`config.mk`:
```
export PLATFORM = sky130hd
export DESIGN_NAME = area_frame_allocator
export DESIGN_NICKNAME = d
export VERILOG_FILES = /design/src/rtl/core/afa_pkg.sv /design/src/rtl/core/afa_table.sv /design/src/rtl/core/afa_seq.sv /design/src/rtl/core/area_frame_allocator.sv
export SDC_FILE = /design/constraint.sdc
export NUM_CORES = 2
export LEC_CHECK = 0
export ABC_AREA = 1
export BUFFER_PORTS_ARGS = -buffer_cell sky130_fd_sc_hd__buf_2
export CAP_MARGIN = 30
export CORE_MARGIN = 10
export CORE_UTILIZATION = 28
export CTS_CLUSTER_SIZE = 8
export DETAILED_ROUTE_END_ITERATION = 8
export SYNTH_ARGS = -nofsm -noshare
export SYNTH_HDL_FRONTEND = slang
export SYNTH_SLANG_ARGS = --single-unit
```
`constraint.sdc`:
```
create_clock -name i_clk -period 22.4 [get_ports i_clk]
set_clock_uncertainty 0.1 [all_clocks]
set_input_delay 1.12 -clock i_clk [delete_from_list [all_inputs] [get_ports i_clk]]
set_output_delay 1.12 -clock i_clk [all_outputs]
set_load 0.01 [all_outputs]
```
`src/rtl/core/afa_pkg.sv`:
```
// Shared types, register indexes and result codes of the area frame allocator.
package afa_pkg;

    localparam int FRAME_W   = 52;
    localparam int ADDR_W    = 64;
    localparam int NUM_W     = 5;
    localparam int CFG_IDX_W = 3;

    // configuration register indexes
    localparam logic [CFG_IDX_W-1:0] REG_NUM_AREAS    = 3'd0;
    localparam logic [CFG_IDX_W-1:0] REG_KERNEL_START = 3'd1;
    localparam logic [CFG_IDX_W-1:0] REG_KERNEL_END   = 3'd2;
    localparam logic [CFG_IDX_W-1:0] REG_BOOT_START   = 3'd3;
    localparam logic [CFG_IDX_W-1:0] REG_BOOT_END     = 3'd4;

    // operations
    localparam logic OP_LOAD  = 1'b0;
    localparam logic OP_ALLOC = 1'b1;

    // result status codes
    localparam logic [1:0] ST_ALLOC  = 2'd0;
    localparam logic [1:0] ST_EMPTY  = 2'd1;
    localparam logic [1:0] ST_LOADED = 2'd2;

    // excluded frame ranges, bounds inclusive
    typedef struct packed {
        logic [FRAME_W-1:0] kern_first;
        logic [FRAME_W-1:0] kern_last;
        logic [FRAME_W-1:0] boot_first;
        logic [FRAME_W-1:0] boot_last;
    } t_excl;

endpackage

```
`src/rtl/core/afa_table.sv`:
```
// Memory area table: one write port, one registered read port.
module afa_table #(
    parameter int DEPTH = 16,
    parameter int IDX_W = 4
) (
    input  logic                       i_clk,
    input  logic                       i_wr_en,
    input  logic [IDX_W-1:0]           i_wr_addr,
    input  logic [afa_pkg::ADDR_W-1:0] i_wr_base,
    input  logic [afa_pkg::ADDR_W-1:0] i_wr_length,
    input  logic [IDX_W-1:0]           i_rd_addr,
    output logic [afa_pkg::ADDR_W-1:0] o_rd_base,
    output logic [afa_pkg::ADDR_W-1:0] o_rd_length
);

    logic [2*afa_pkg::ADDR_W-1:0] r_mem [DEPTH];
    logic [2*afa_pkg::ADDR_W-1:0] r_rd_data;

    always_ff @(posedge i_clk) begin
        if (i_wr_en) begin
            r_mem[i_wr_addr] <= {i_wr_base, i_wr_length};
        end
    end

    always_ff @(posedge i_clk) begin
        r_rd_data <= r_mem[i_rd_addr];
    end

    assign o_rd_base   = r_rd_data[2*afa_pkg::ADDR_W-1:afa_pkg::ADDR_W];
    assign o_rd_length = r_rd_data[afa_pkg::ADDR_W-1:0];

endmodule

```
`src/rtl/core/afa_seq.sv`:
```
// Allocation sequencer: table scans, area end check, range skips and result register.
module afa_seq #(
    parameter int MAX_AREAS  = 16,
    parameter int PAGE_BYTES = 4096,
    parameter int CW         = 5,
    parameter int IDX_W      = 4
) (
    input  logic                        i_clk,
    input  logic                        i_rst_n,
    // item channel
    input  logic                        i_in_valid,
    output logic                        o_in_ready,
    input  logic                        i_operation,
    input  logic [3:0]                  i_area_slot,
    // result channel
    output logic                        o_out_valid,
    input  logic                        i_out_ready,
    output logic [1:0]                  o_status,
    output logic [afa_pkg::FRAME_W-1:0] o_frame_number,
    // configuration view
    input  logic [CW-1:0]               i_count,
    input  afa_pkg::t_excl              i_excl,
    // table access
    output logic                        o_wr_en,
    output logic [IDX_W-1:0]            o_wr_addr,
    output logic [IDX_W-1:0]            o_rd_addr,
    input  logic [afa_pkg::ADDR_W-1:0]  i_rd_base,
    input  logic [afa_pkg::ADDR_W-1:0]  i_rd_length
);

    localparam int PAGE_SHIFT = $clog2(PAGE_BYTES);
    localparam int AW         = afa_pkg::ADDR_W;

    localparam logic [2:0] S_IDLE     = 3'd0;
    localparam logic [2:0] S_SCAN_RD  = 3'd1;
    localparam logic [2:0] S_SCAN_EV  = 3'd2;
    localparam logic [2:0] S_PICK     = 3'd3;
    localparam logic [2:0] S_CHECK    = 3'd4;
    localparam logic [2:0] S_END_CALC = 3'd5;
    localparam logic [2:0] S_END_CMP  = 3'd6;
    localparam logic [2:0] S_RESP     = 3'd7;

    logic [2:0]                  r_state, n_state;
    logic [CW-1:0]               r_idx, n_idx;
    logic [CW-1:0]               r_cur, n_cur;
    logic [CW-1:0]               r_pick, n_pick;
    logic                        r_have, n_have;
    logic                        r_first, n_first;
    logic                        r_chosen, n_chosen;
    logic [AW-1:0]               r_next, n_next;
    logic [AW-1:0]               r_pick_base, n_pick_base;
    logic [AW:0]                 r_end, n_end;
    logic [1:0]                  r_pend_status, n_pend_status;
    logic [afa_pkg::FRAME_W-1:0] r_pend_frame, n_pend_frame;
    logic                        r_out_valid, n_out_valid;
    logic [1:0]                  r_out_status, n_out_status;
    logic [afa_pkg::FRAME_W-1:0] r_out_frame, n_out_frame;

    logic [AW:0]   end_shift;
    logic [AW-1:0] first_frame;
    logic [CW-1:0] idx_inc;
    logic          in_xfer;
    logic          qualifies;
    logic          above_end;
    logic          below_pick;
    logic          in_kernel;
    logic          in_boot;

    assign in_xfer     = i_in_valid && o_in_ready;
    assign end_shift   = r_end >> PAGE_SHIFT;
    assign first_frame = r_pick_base >> PAGE_SHIFT;
    assign idx_inc     = r_idx + CW'(1);
    assign qualifies   = i_rd_length >= AW'(PAGE_BYTES);
    assign above_end   = i_rd_base >= r_end[AW-1:0];
    assign below_pick  = !r_have || (i_rd_base < r_pick_base);
    assign in_kernel   = (r_next >= AW'(i_excl.kern_first)) &&
                         (r_next <= AW'(i_excl.kern_last));
    assign in_boot     = (r_next >= AW'(i_excl.boot_first)) &&
                         (r_next <= AW'(i_excl.boot_last));

    assign o_in_ready  = (r_state == S_IDLE);
    assign o_wr_en     = in_xfer && (i_operation == afa_pkg::OP_LOAD) &&
                         (int'(i_area_slot) < MAX_AREAS);
    assign o_wr_addr   = IDX_W'(i_area_slot);
    assign o_rd_addr   = (r_state == S_CHECK) ? r_cur[IDX_W-1:0] : r_idx[IDX_W-1:0];

    always_comb begin
        n_state       = r_state;
        n_idx         = r_idx;
        n_cur         = r_cur;
        n_pick        = r_pick;
        n_have        = r_have;
        n_first       = r_first;
        n_chosen      = r_chosen;
        n_next        = r_next;
        n_pick_base   = r_pick_base;
        n_end         = r_end;
        n_pend_status = r_pend_status;
        n_pend_frame  = r_pend_frame;
        n_out_valid   = r_out_valid && !i_out_ready;
        n_out_status  = r_out_status;
        n_out_frame   = r_out_frame;

        case (r_state)
            S_IDLE: begin
                if (in_xfer) begin
                    if (i_operation == afa_pkg::OP_LOAD) begin
                        n_cur         = '0;
                        n_next        = '0;
                        n_chosen      = 1'b0;
                        n_pend_status = afa_pkg::ST_LOADED;
                        n_pend_frame  = '0;
                        n_state       = S_RESP;
                    end else if (r_chosen) begin
                        n_state = S_CHECK;
                    end else begin
                        n_idx   = '0;
                        n_have  = 1'b0;
                        n_first = 1'b1;
                        n_state = (i_count == '0) ? S_PICK : S_SCAN_RD;
                    end
                end
            end
            S_SCAN_RD: begin
                n_state = S_SCAN_EV;
            end
            S_SCAN_EV: begin
                if (qualifies && (r_first || above_end) && below_pick) begin
                    n_pick      = r_idx;
                    n_pick_base = i_rd_base;
                    n_have      = 1'b1;
                end
                n_idx   = idx_inc;
                n_state = (idx_inc == i_count) ? S_PICK : S_SCAN_RD;
            end
            S_PICK: begin
                n_chosen = 1'b1;
                if (r_have) begin
                    n_cur = r_pick;
                    if (r_next < first_frame) begin
                        n_next = first_frame;
                    end
                end else begin
                    n_cur = i_count;
                end
                n_state = S_CHECK;
            end
            S_CHECK: begin
                if (r_cur >= i_count) begin
                    n_pend_status = afa_pkg::ST_EMPTY;
                    n_pend_frame  = '0;
                    n_state       = S_RESP;
                end else begin
                    n_state = S_END_CALC;
                end
            end
            S_END_CALC: begin
                // exact last byte, carry kept in the top bit; length - 1 wraps at 64 bits
                n_end   = {1'b0, i_rd_base} + {1'b0, i_rd_length - AW'(1)};
                n_state = S_END_CMP;
            end
            S_END_CMP: begin
                if (r_next > end_shift[AW-1:0]) begin
                    n_idx   = '0;
                    n_have  = 1'b0;
                    n_first = 1'b0;
                    // an area ending past the address space has no successor
                    n_state = r_end[AW] ? S_PICK : S_SCAN_RD;
                end else if (in_kernel) begin
                    n_next = AW'(i_excl.kern_last) + AW'(1);
                end else if (in_boot) begin
                    n_next = AW'(i_excl.boot_last) + AW'(1);
                end else begin
                    n_pend_status = afa_pkg::ST_ALLOC;
                    n_pend_frame  = r_next[afa_pkg::FRAME_W-1:0];
                    n_next        = r_next + AW'(1);
                    n_state       = S_RESP;
                end
            end
            S_RESP: begin
                if (!r_out_valid || i_out_ready) begin
                    n_out_valid  = 1'b1;
                    n_out_status = r_pend_status;
                    n_out_frame  = r_pend_frame;
                    n_state      = S_IDLE;
                end
            end
            default: begin
                n_state = S_IDLE;
            end
        endcase
    end

    always_ff @(posedge i_clk) begin
        if (!i_rst_n) begin
            r_state     <= S_IDLE;
            r_cur       <= '0;
            r_next      <= '0;
            r_chosen    <= 1'b0;
            r_out_valid <= 1'b0;
            r_idx       <= '0;
            r_have      <= 1'b0;
            r_first     <= 1'b0;
        end else begin
            r_state     <= n_state;
            r_cur       <= n_cur;
            r_next      <= n_next;
            r_chosen    <= n_chosen;
            r_out_valid <= n_out_valid;
            r_idx       <= n_idx;
            r_have      <= n_have;
            r_first     <= n_first;
        end
    end

    always_ff @(posedge i_clk) begin
        r_pick        <= n_pick;
        r_pick_base   <= n_pick_base;
        r_end         <= n_end;
        r_pend_status <= n_pend_status;
        r_pend_frame  <= n_pend_frame;
        r_out_status  <= n_out_status;
        r_out_frame   <= n_out_frame;
    end

    assign o_out_valid    = r_out_valid;
    assign o_status       = r_out_status;
    assign o_frame_number = r_out_frame;

endmodule

```
`src/rtl/core/area_frame_allocator.sv`:
```
// Area frame allocator: hands out page frames in increasing order from a table of
// memory areas (base, length), skipping the kernel and boot frame ranges. One item
// is in work at a time. A load writes its table slot, if in range, and then posts its
// result; an allocate checks the current area, computes that area's end, compares the
// next frame against it and steps past each excluded range it meets before posting
// the frame. The first allocate after a load scans the table through its single
// registered read port to choose an area; each move to the next area when the
// current one runs out scans the table again. A stalled result does not block the
// next input transfer, only the next result. The table has no reset: allocating
// from a slot that was never loaded gives undefined frame numbers. Register writes
// take effect at once and do not restart the allocator.
module area_frame_allocator #(
    parameter int MAX_AREAS  = 16,
    parameter int PAGE_BYTES = 4096
) (
    input  logic                                i_clk,
    input  logic                                i_rst_n,
    // item channel
    input  logic                                i_in_valid,
    output logic                                o_in_ready,
    input  logic                                i_operation,
    input  logic [3:0]                          i_area_slot,
    input  logic [afa_pkg::ADDR_W-1:0]          i_area_base,
    input  logic [afa_pkg::ADDR_W-1:0]          i_area_length,
    // result channel
    output logic                                o_out_valid,
    input  logic                                i_out_ready,
    output logic [1:0]                          o_status,
    output logic [afa_pkg::FRAME_W-1:0]         o_frame_number,
    // configuration channel
    input  logic                                i_cfg_valid,
    output logic                                o_cfg_ready,
    input  logic [afa_pkg::CFG_IDX_W-1:0]       i_cfg_index,
    input  logic [afa_pkg::FRAME_W-1:0]         i_cfg_data
);

    localparam int CW    = ($clog2(MAX_AREAS + 1) > afa_pkg::NUM_W) ?
                           $clog2(MAX_AREAS + 1) : afa_pkg::NUM_W;
    localparam int IDX_W = (MAX_AREAS > 1) ? $clog2(MAX_AREAS) : 1;

    logic [afa_pkg::NUM_W-1:0] r_num_areas;
    afa_pkg::t_excl            r_excl;
    logic [CW-1:0]             count_ext;
    logic [CW-1:0]             count;
    logic                      cfg_xfer;

    logic                       wr_en;
    logic [IDX_W-1:0]           wr_addr;
    logic [IDX_W-1:0]           rd_addr;
    logic [afa_pkg::ADDR_W-1:0] rd_base;
    logic [afa_pkg::ADDR_W-1:0] rd_length;

    assign o_cfg_ready = 1'b1;
    assign cfg_xfer    = i_cfg_valid && o_cfg_ready;

    always_ff @(posedge i_clk) begin
        if (!i_rst_n) begin
            r_num_areas <= '0;
            r_excl      <= '0;
        end else if (cfg_xfer) begin
            case (i_cfg_index)
                afa_pkg::REG_NUM_AREAS:    r_num_areas <= i_cfg_data[afa_pkg::NUM_W-1:0];
                afa_pkg::REG_KERNEL_START: r_excl.kern_first <= i_cfg_data;
                afa_pkg::REG_KERNEL_END:   r_excl.kern_last <= i_cfg_data;
                afa_pkg::REG_BOOT_START:   r_excl.boot_first <= i_cfg_data;
                afa_pkg::REG_BOOT_END:     r_excl.boot_last <= i_cfg_data;
                default: begin
                end
            endcase
        end
    end

    // entries in use, capped at the table depth
    assign count_ext = CW'(r_num_areas);
    assign count     = (count_ext > CW'(MAX_AREAS)) ? CW'(MAX_AREAS) : count_ext;

    afa_table #(
        .DEPTH (MAX_AREAS),
        .IDX_W (IDX_W)
    ) u_table (
        .i_clk       (i_clk),
        .i_wr_en     (wr_en),
        .i_wr_addr   (wr_addr),
        .i_wr_base   (i_area_base),
        .i_wr_length (i_area_length),
        .i_rd_addr   (rd_addr),
        .o_rd_base   (rd_base),
        .o_rd_length (rd_length)
    );

    afa_seq #(
        .MAX_AREAS  (MAX_AREAS),
        .PAGE_BYTES (PAGE_BYTES),
        .CW         (CW),
        .IDX_W      (IDX_W)
    ) u_seq (
        .i_clk          (i_clk),
        .i_rst_n        (i_rst_n),
        .i_in_valid     (i_in_valid),
        .o_in_ready     (o_in_ready),
        .i_operation    (i_operation),
        .i_area_slot    (i_area_slot),
        .o_out_valid    (o_out_valid),
        .i_out_ready    (i_out_ready),
        .o_status       (o_status),
        .o_frame_number (o_frame_number),
        .i_count        (count),
        .i_excl         (r_excl),
        .o_wr_en        (wr_en),
        .o_wr_addr      (wr_addr),
        .o_rd_addr      (rd_addr),
        .i_rd_base      (rd_base),
        .i_rd_length    (rd_length)
    );

endmodule

```
* Word-level counts from Yosys, hierarchy flattened
Memory sizes are Yosys's and may differ from the RTL's. A register that Yosys moved wholly into a read port is not among the register bits.
Cells that the tools add are included.
** Word-level totals
- Bits in registers :: 536
- RAM bits :: 2048
- Input port bits :: 193
- Output and inout port bits :: 57
- Word-level logic and storage cells :: 163
- Memories kept :: 1
** Operators by class
- $add $sub $neg :: 6
- Order comparisons :: 11
- Eq/ne operators :: 27
- Muxes and demuxes :: 62
- Bitwise gates (word level) :: 1
- Reduce and logical (&&, ||, !) cells :: 35
** Memories
- u_table.r_mem :: depth 16, width 128, rd ports 1, clocked after Yosys merged registers in 1, wr ports 1, line afa_table.sv:16 : logic [2*afa_pkg::ADDR_W-1:0] r_mem [DEPTH];
** Operators by type and width (count)
- 2-to-1 mux 64 bit :: 7
- 2-to-1 mux 52 bit :: 6
- one-hot mux 64 bit (3 select lines) :: 1
- one-hot mux 52 bit (3 select lines) :: 1
- greater-or-equal comparator 64 x 52 -> 1 bit :: 2
- <= comparator 64 x 52 -> 1 bit :: 2
- adder 52 x 1 -> 53 bit (second input constant) :: 2
- adder 64 x 64 -> 65 bit :: 1
- adder 64 x 1 -> 64 bit (second input constant) :: 1
- greater-or-equal comparator 64 x 13 -> 1 bit (second input constant) :: 1
- greater-or-equal comparator 64 bit :: 1
- > comparator 64 x 53 -> 1 bit :: 1
- < comparator 64 x 52 -> 1 bit :: 1
- < comparator 64 bit :: 1
- subtractor 64 x 1 -> 64 bit (second input constant) :: 1
- 2-to-1 mux 5 bit :: 8
- one-hot mux 3 bit (8 select lines) :: 1
- 2-to-1 mux 3 bit :: 7
- 2-to-1 mux 2 bit :: 10
- inequality test 2 bit (second input constant) :: 8
- equality test 3 bit (second input constant) :: 5
- one-hot mux 5 bit (3 select lines) :: 1
- 2-to-1 mux 1 bit :: 14
- AND reduction 2 bit :: 7
- other kinds (26) :: 52

* Depth between registers and ports, before layout
- Depth after elaboration :: 8
- Depth in mapped cells :: 25
- Depth with buffers taken out :: 24

* Cells and area by module
A second synthesis with hierarchy kept.
** Second synthesis, totals
- Cells, all modules :: 13937
- Area total of the unflattened synthesis :: 130592.7 µm²
** By module, submodules not included
- afa_table :: instances 1, cells each 7786, area an instance 87617.8 µm²
- afa_seq :: instances 1, cells each 4914, area an instance 34444.3 µm²
- area_frame_allocator :: instances 1, cells each 1237, area an instance 8530.7 µm²

* Least setup slack after synthesis
Ideal clock, no wire load.
- Kind :: input to register
- From :: input port i_in_valid
- To :: memory u_table.r_mem[10][0] (netlist name), enable pin
- Data arrival time :: 7.039 ns
- Slack :: 14.644 ns
- Stages :: 6
- Path through :: inv_1 nor2_1 inv_1 nor2_1 nand3b_1 nor2_1
** Between the ends
- Word-level cells in the longest chain between the ends :: 4
** RTL lines
- from (decl) :: line area_frame_allocator.sv:19 : input logic i_in_valid,
- logical AND 1 bit :: line afa_seq.sv:69 : assign in_xfer = i_in_valid && o_in_ready;
- logical AND 1 bit :: line afa_seq.sv:82 : assign o_wr_en = in_xfer && (i_operation == afa_pkg::OP_LOAD) &&
- 2-to-1 mux 1 bit :: line afa_table.sv:20 : if (i_wr_en) begin
- 2-to-1 mux 1 bit (not written as such) :: line afa_table.sv:21 : r_mem[i_wr_addr] <= {i_wr_base, i_wr_length};
- to (decl) :: line afa_table.sv:16
No other way between the ends.

* Worst setup path in the final report
- From :: register u_seq.r_state[1]
- To :: register u_table.r_rd_data[119] (netlist name) (read register of u_table.r_mem)
** Between the ends
- Word-level cells in the longest chain between the ends :: 2
** RTL lines
- from (decl) :: line afa_seq.sv:43 : logic [2:0] r_state, n_state;
- from (signal assigned) :: line afa_seq.sv:205 : r_state <= n_state;
- equality test 3 bit :: line afa_seq.sv:85 : assign o_rd_addr = (r_state == S_CHECK) ? r_cur[IDX_W-1:0] : r_idx[IDX_W-1:0];
- 2-to-1 mux 4 bit :: line afa_seq.sv:85
- to (decl) :: line afa_table.sv:17 : logic [2*afa_pkg::ADDR_W-1:0] r_rd_data;
No other way between the ends.
A chain may end at the register's enable or synchronous reset.

==> metrics <==
first-pass GRT wire length=566,000 µm; most common cell after layout, fill and taps aside=edfxtp_1; r2r startpoint=u_seq.r_state[1]; clk slew on worst S/H paths=0.05 ns; CP Cell Sequence=inv_2, nand2_2, nor2_4, nand2_1, o21ai_4, buf_4, inv_8, buf_12, buf_4, buf_4, buf_4, buf_4, o21ai_0, o22ai_1, o21ai_0, o22ai_1; number of synthesized flops with an enable pin=2,290; Power Density=120 mW/mm²; Die W=681 µm; FMAX=155 MHz; Setup TNS Final=0 ns; library cells used by synthesis=60; total power=16.9 mW; Top Ports=250; die area=0.463 mm²; worst slew pin tran=1.17 ns; Post-route DRC=0; Area Overhead vs Synth=15.3%; Seq/Total Area, Yosys=0.632; slowest cell delay on critical path=0.80 ns; peak supply drop=0.131 mV; flop-to-flop setup slack=15.96 ns; core area=0.435 mm²; setup bufs post-CTS=0; mux contribution to synthesized area=0; GRT Resource Usage Total=0.160; Seq cells post-synth=2,712; Synth Area in XOR/XNOR=0.0193; Crit Path Category=flip-flop to flip-flop; DR iter-0 viols=9,060; endpoints failing hold=0; Final Cycle Share=0.287; CTS tree=done; GPL Wtd Cong=0.959; Clock Tree Buf Depth=4; clk sink count=2,712; Mapped Nets=12,100; Post-Synth Simple-Gate Area=0.121; Critical-path top delay cell=buf_4; drt pass-1 iters=6; Num CTS Buffers=379; vias=88,800; WP data arrival=7.18 ns; adder-cell share of the synthesized area=0.0534; hold_buf cts=0; Die H=681 µm; hold endpoint=u_seq.o_frame_number[44]; DP Wirelength=252,000 µm; average size of a mapped cell=10.7 µm²; initial antenna violation count=90; Routed Antenna Nets=0; status=complete, no violations; max-slew violations=0; crit start category=flip-flop; clock root buffer=clkbuf_16; Layout fillers=43,700; layout cells sized above 1=0.0747; Leak=49.3 nW; relative max-transition margin=0.217; R2R cell count=16; Crit. End Element=flip-flop; Site Rows=242; max-cap violations=0; CTS-repair resized insts=0; Synth Area in Compound Gates=0.131; Synth Flop Type=edfxtp_1; Mapped Cells=11,400; worst hold path depth=0; Data required, critical path=23.14 ns; aggregate routed wire length=389,000 µm; Setup violations, final=0; via/cell ratio=5.05; Starting Density=0.281; clk_lat worst skew=0.96 ns; largest net degree at the start of global routing=179; nets@finish=12,300; worst hold path type=flip-flop to flip-flop; most frequent cells in the layout=2,290 x edfxtp_1, 1,820 x nor2_1, 1,467 x o21ai_0; htree depth=5; vias in the first global route=84,100; Top cell by count, worst path=buf_4; ys async rst share=0; Syn. warnings=0; Hold Crit Start=u_seq.r_pend_frame[44]; final worst path period need=6.44 ns; grt ovf=0; combinational family with the most area after synthesis=compound AO/OA/AOI/OAI gates; mapped cell area=0.122 mm²; RSZ-0062 raised after global routing=false; PortBufs=248; Critical Path Fanout Max=152; FF-to-FF End=u_table.r_rd_data[119]; routed len/inst=22.1 µm
-- where the power goes --
| group | internal [mW] | switching [mW] | total, mW | leakage (nW) |
|---|---|---|---|---|
| clock network | 3.18 | 2.14 | 5.31 | 5.21 |
| registers | 5.88 | 0.600 | 6.48 | 24.1 |
| logic | 1.59 | 3.54 | 5.13 | 20.0 |
| total | 10.7 | 6.27 | 16.9 | 49.3 |
-- per-stage QoR --
| step | hold slack [ns] | instances | worst slack (ns) | instance area (µm²) | util |
|---|---|---|---|---|---|
| after floorplan | 0.300 | 11400 | 14.64 | 122000 | - |
| after CTS | 0.312 | 17600 | 16.09 | 141000 | 0.324 |
| after global routing | 0.319 | 17600 | 15.54 | 141000 | 0.324 |
| after detailed placement | 0.305 | 17000 | 16.06 | 130000 | 0.299 |
| after global placement | 0.302 | 16900 | 16.20 | 130000 | 0.298 |
| final | 0.314 | 17600 | 15.96 | 141000 | 0.324 |
-- how the worst max path moves through the flow --
stage                              to  depth (start not counted)  slack (ns)        startpoint
2_1_floorplan    u_table.r_mem[10][0]                          6       14.64        i_in_valid
3_5_place_dp   u_table.r_rd_data[110]                         16       16.06  u_seq.r_state[1]
6_report       u_table.r_rd_data[119]                         16       15.96  u_seq.r_state[1]
5_1_grt        u_table.r_rd_data[119]                         16       15.54  u_seq.r_state[1]
4_1_cts        u_table.r_rd_data[119]                         16       16.09  u_seq.r_state[1]
3_3_place_gp     u_table.r_mem[3][95]                          9       16.20        i_in_valid
-- kinds of logic after synthesis --
logic type | after synthesis
buffers and inverters | 1382
adders and majority gates | 521
AOI/OAI and AO/OA | 2917
DFF | 2712
and+or+nand+nor | 3589
xor gates and xnor gates | 270
other | 1
-- critical path: cells and delay by family, from the launching register on --
kind / cells / cell delay (ns)
simple gates: 3 / 0.33
flops: 1 / 0.39
compound gates: 5 / 0.80
buf+inv: 8 / 4.23
-- layer usage --
layer / share of wire / global-route usage
met3: 0.085 / 0.0299
met4: 0.038 / 0.0603
met2: 0.44 / 0.245
met1: 0.44 / 0.223
met5: 0.00055 / 0
-- layout make-up --
| cell class | instances | area, µm² | share of cell area |
|---|---|---|---|
| clock inverter | 22 | 450 | 0.00320 |
| antenna | 32 | 80.1 | 0.000568 |
| inverter | 823 | 3120 | 0.0221 |
| tap | 5734 | 7170 | 0.0509 |
| timing repair buffer | 386 | 2560 | 0.0182 |
| sequential | 2712 | 77200 | 0.548 |
| multi-input combinational | 7298 | 39900 | 0.283 |
| clock buffer | 596 | 10500 | 0.0743 |
-- sequential cells by signal, summed over array words and instances, names as in the netlist, 52 cells and up --
signal                flops
u_seq.r_end              65
u_seq.o_frame_number     52
u_table.r_mem          2048
u_table.r_rd_data       128
u_seq.r_pend_frame       52
u_seq.r_pick_base        64
r_excl                  208
u_seq.r_next             64
-- synthesized netlist by cell type (all sizes together), types with 36 or more instances --
cell type | n | area share
buf | 152 | 0.0064
nand3b | 36 | 0.0022
o221ai | 108 | 0.0077
nand2 | 1100 | 0.034
edfxtp | 2290 | 0.56
nand3 | 318 | 0.013
o22ai | 511 | 0.026
nor3 | 124 | 0.0055
nand4 | 95 | 0.0050
a21oi | 553 | 0.023
nor2 | 1856 | 0.058
nor4 | 44 | 0.0023
ha | 520 | 0.053
xor2 | 216 | 0.015
dfxtp | 422 | 0.069
inv | 822 | 0.025
clkbuf | 407 | 0.012
o21ai | 1618 | 0.066
xnor2 | 54 | 0.0039
Power figures use the tool's default switching activity.
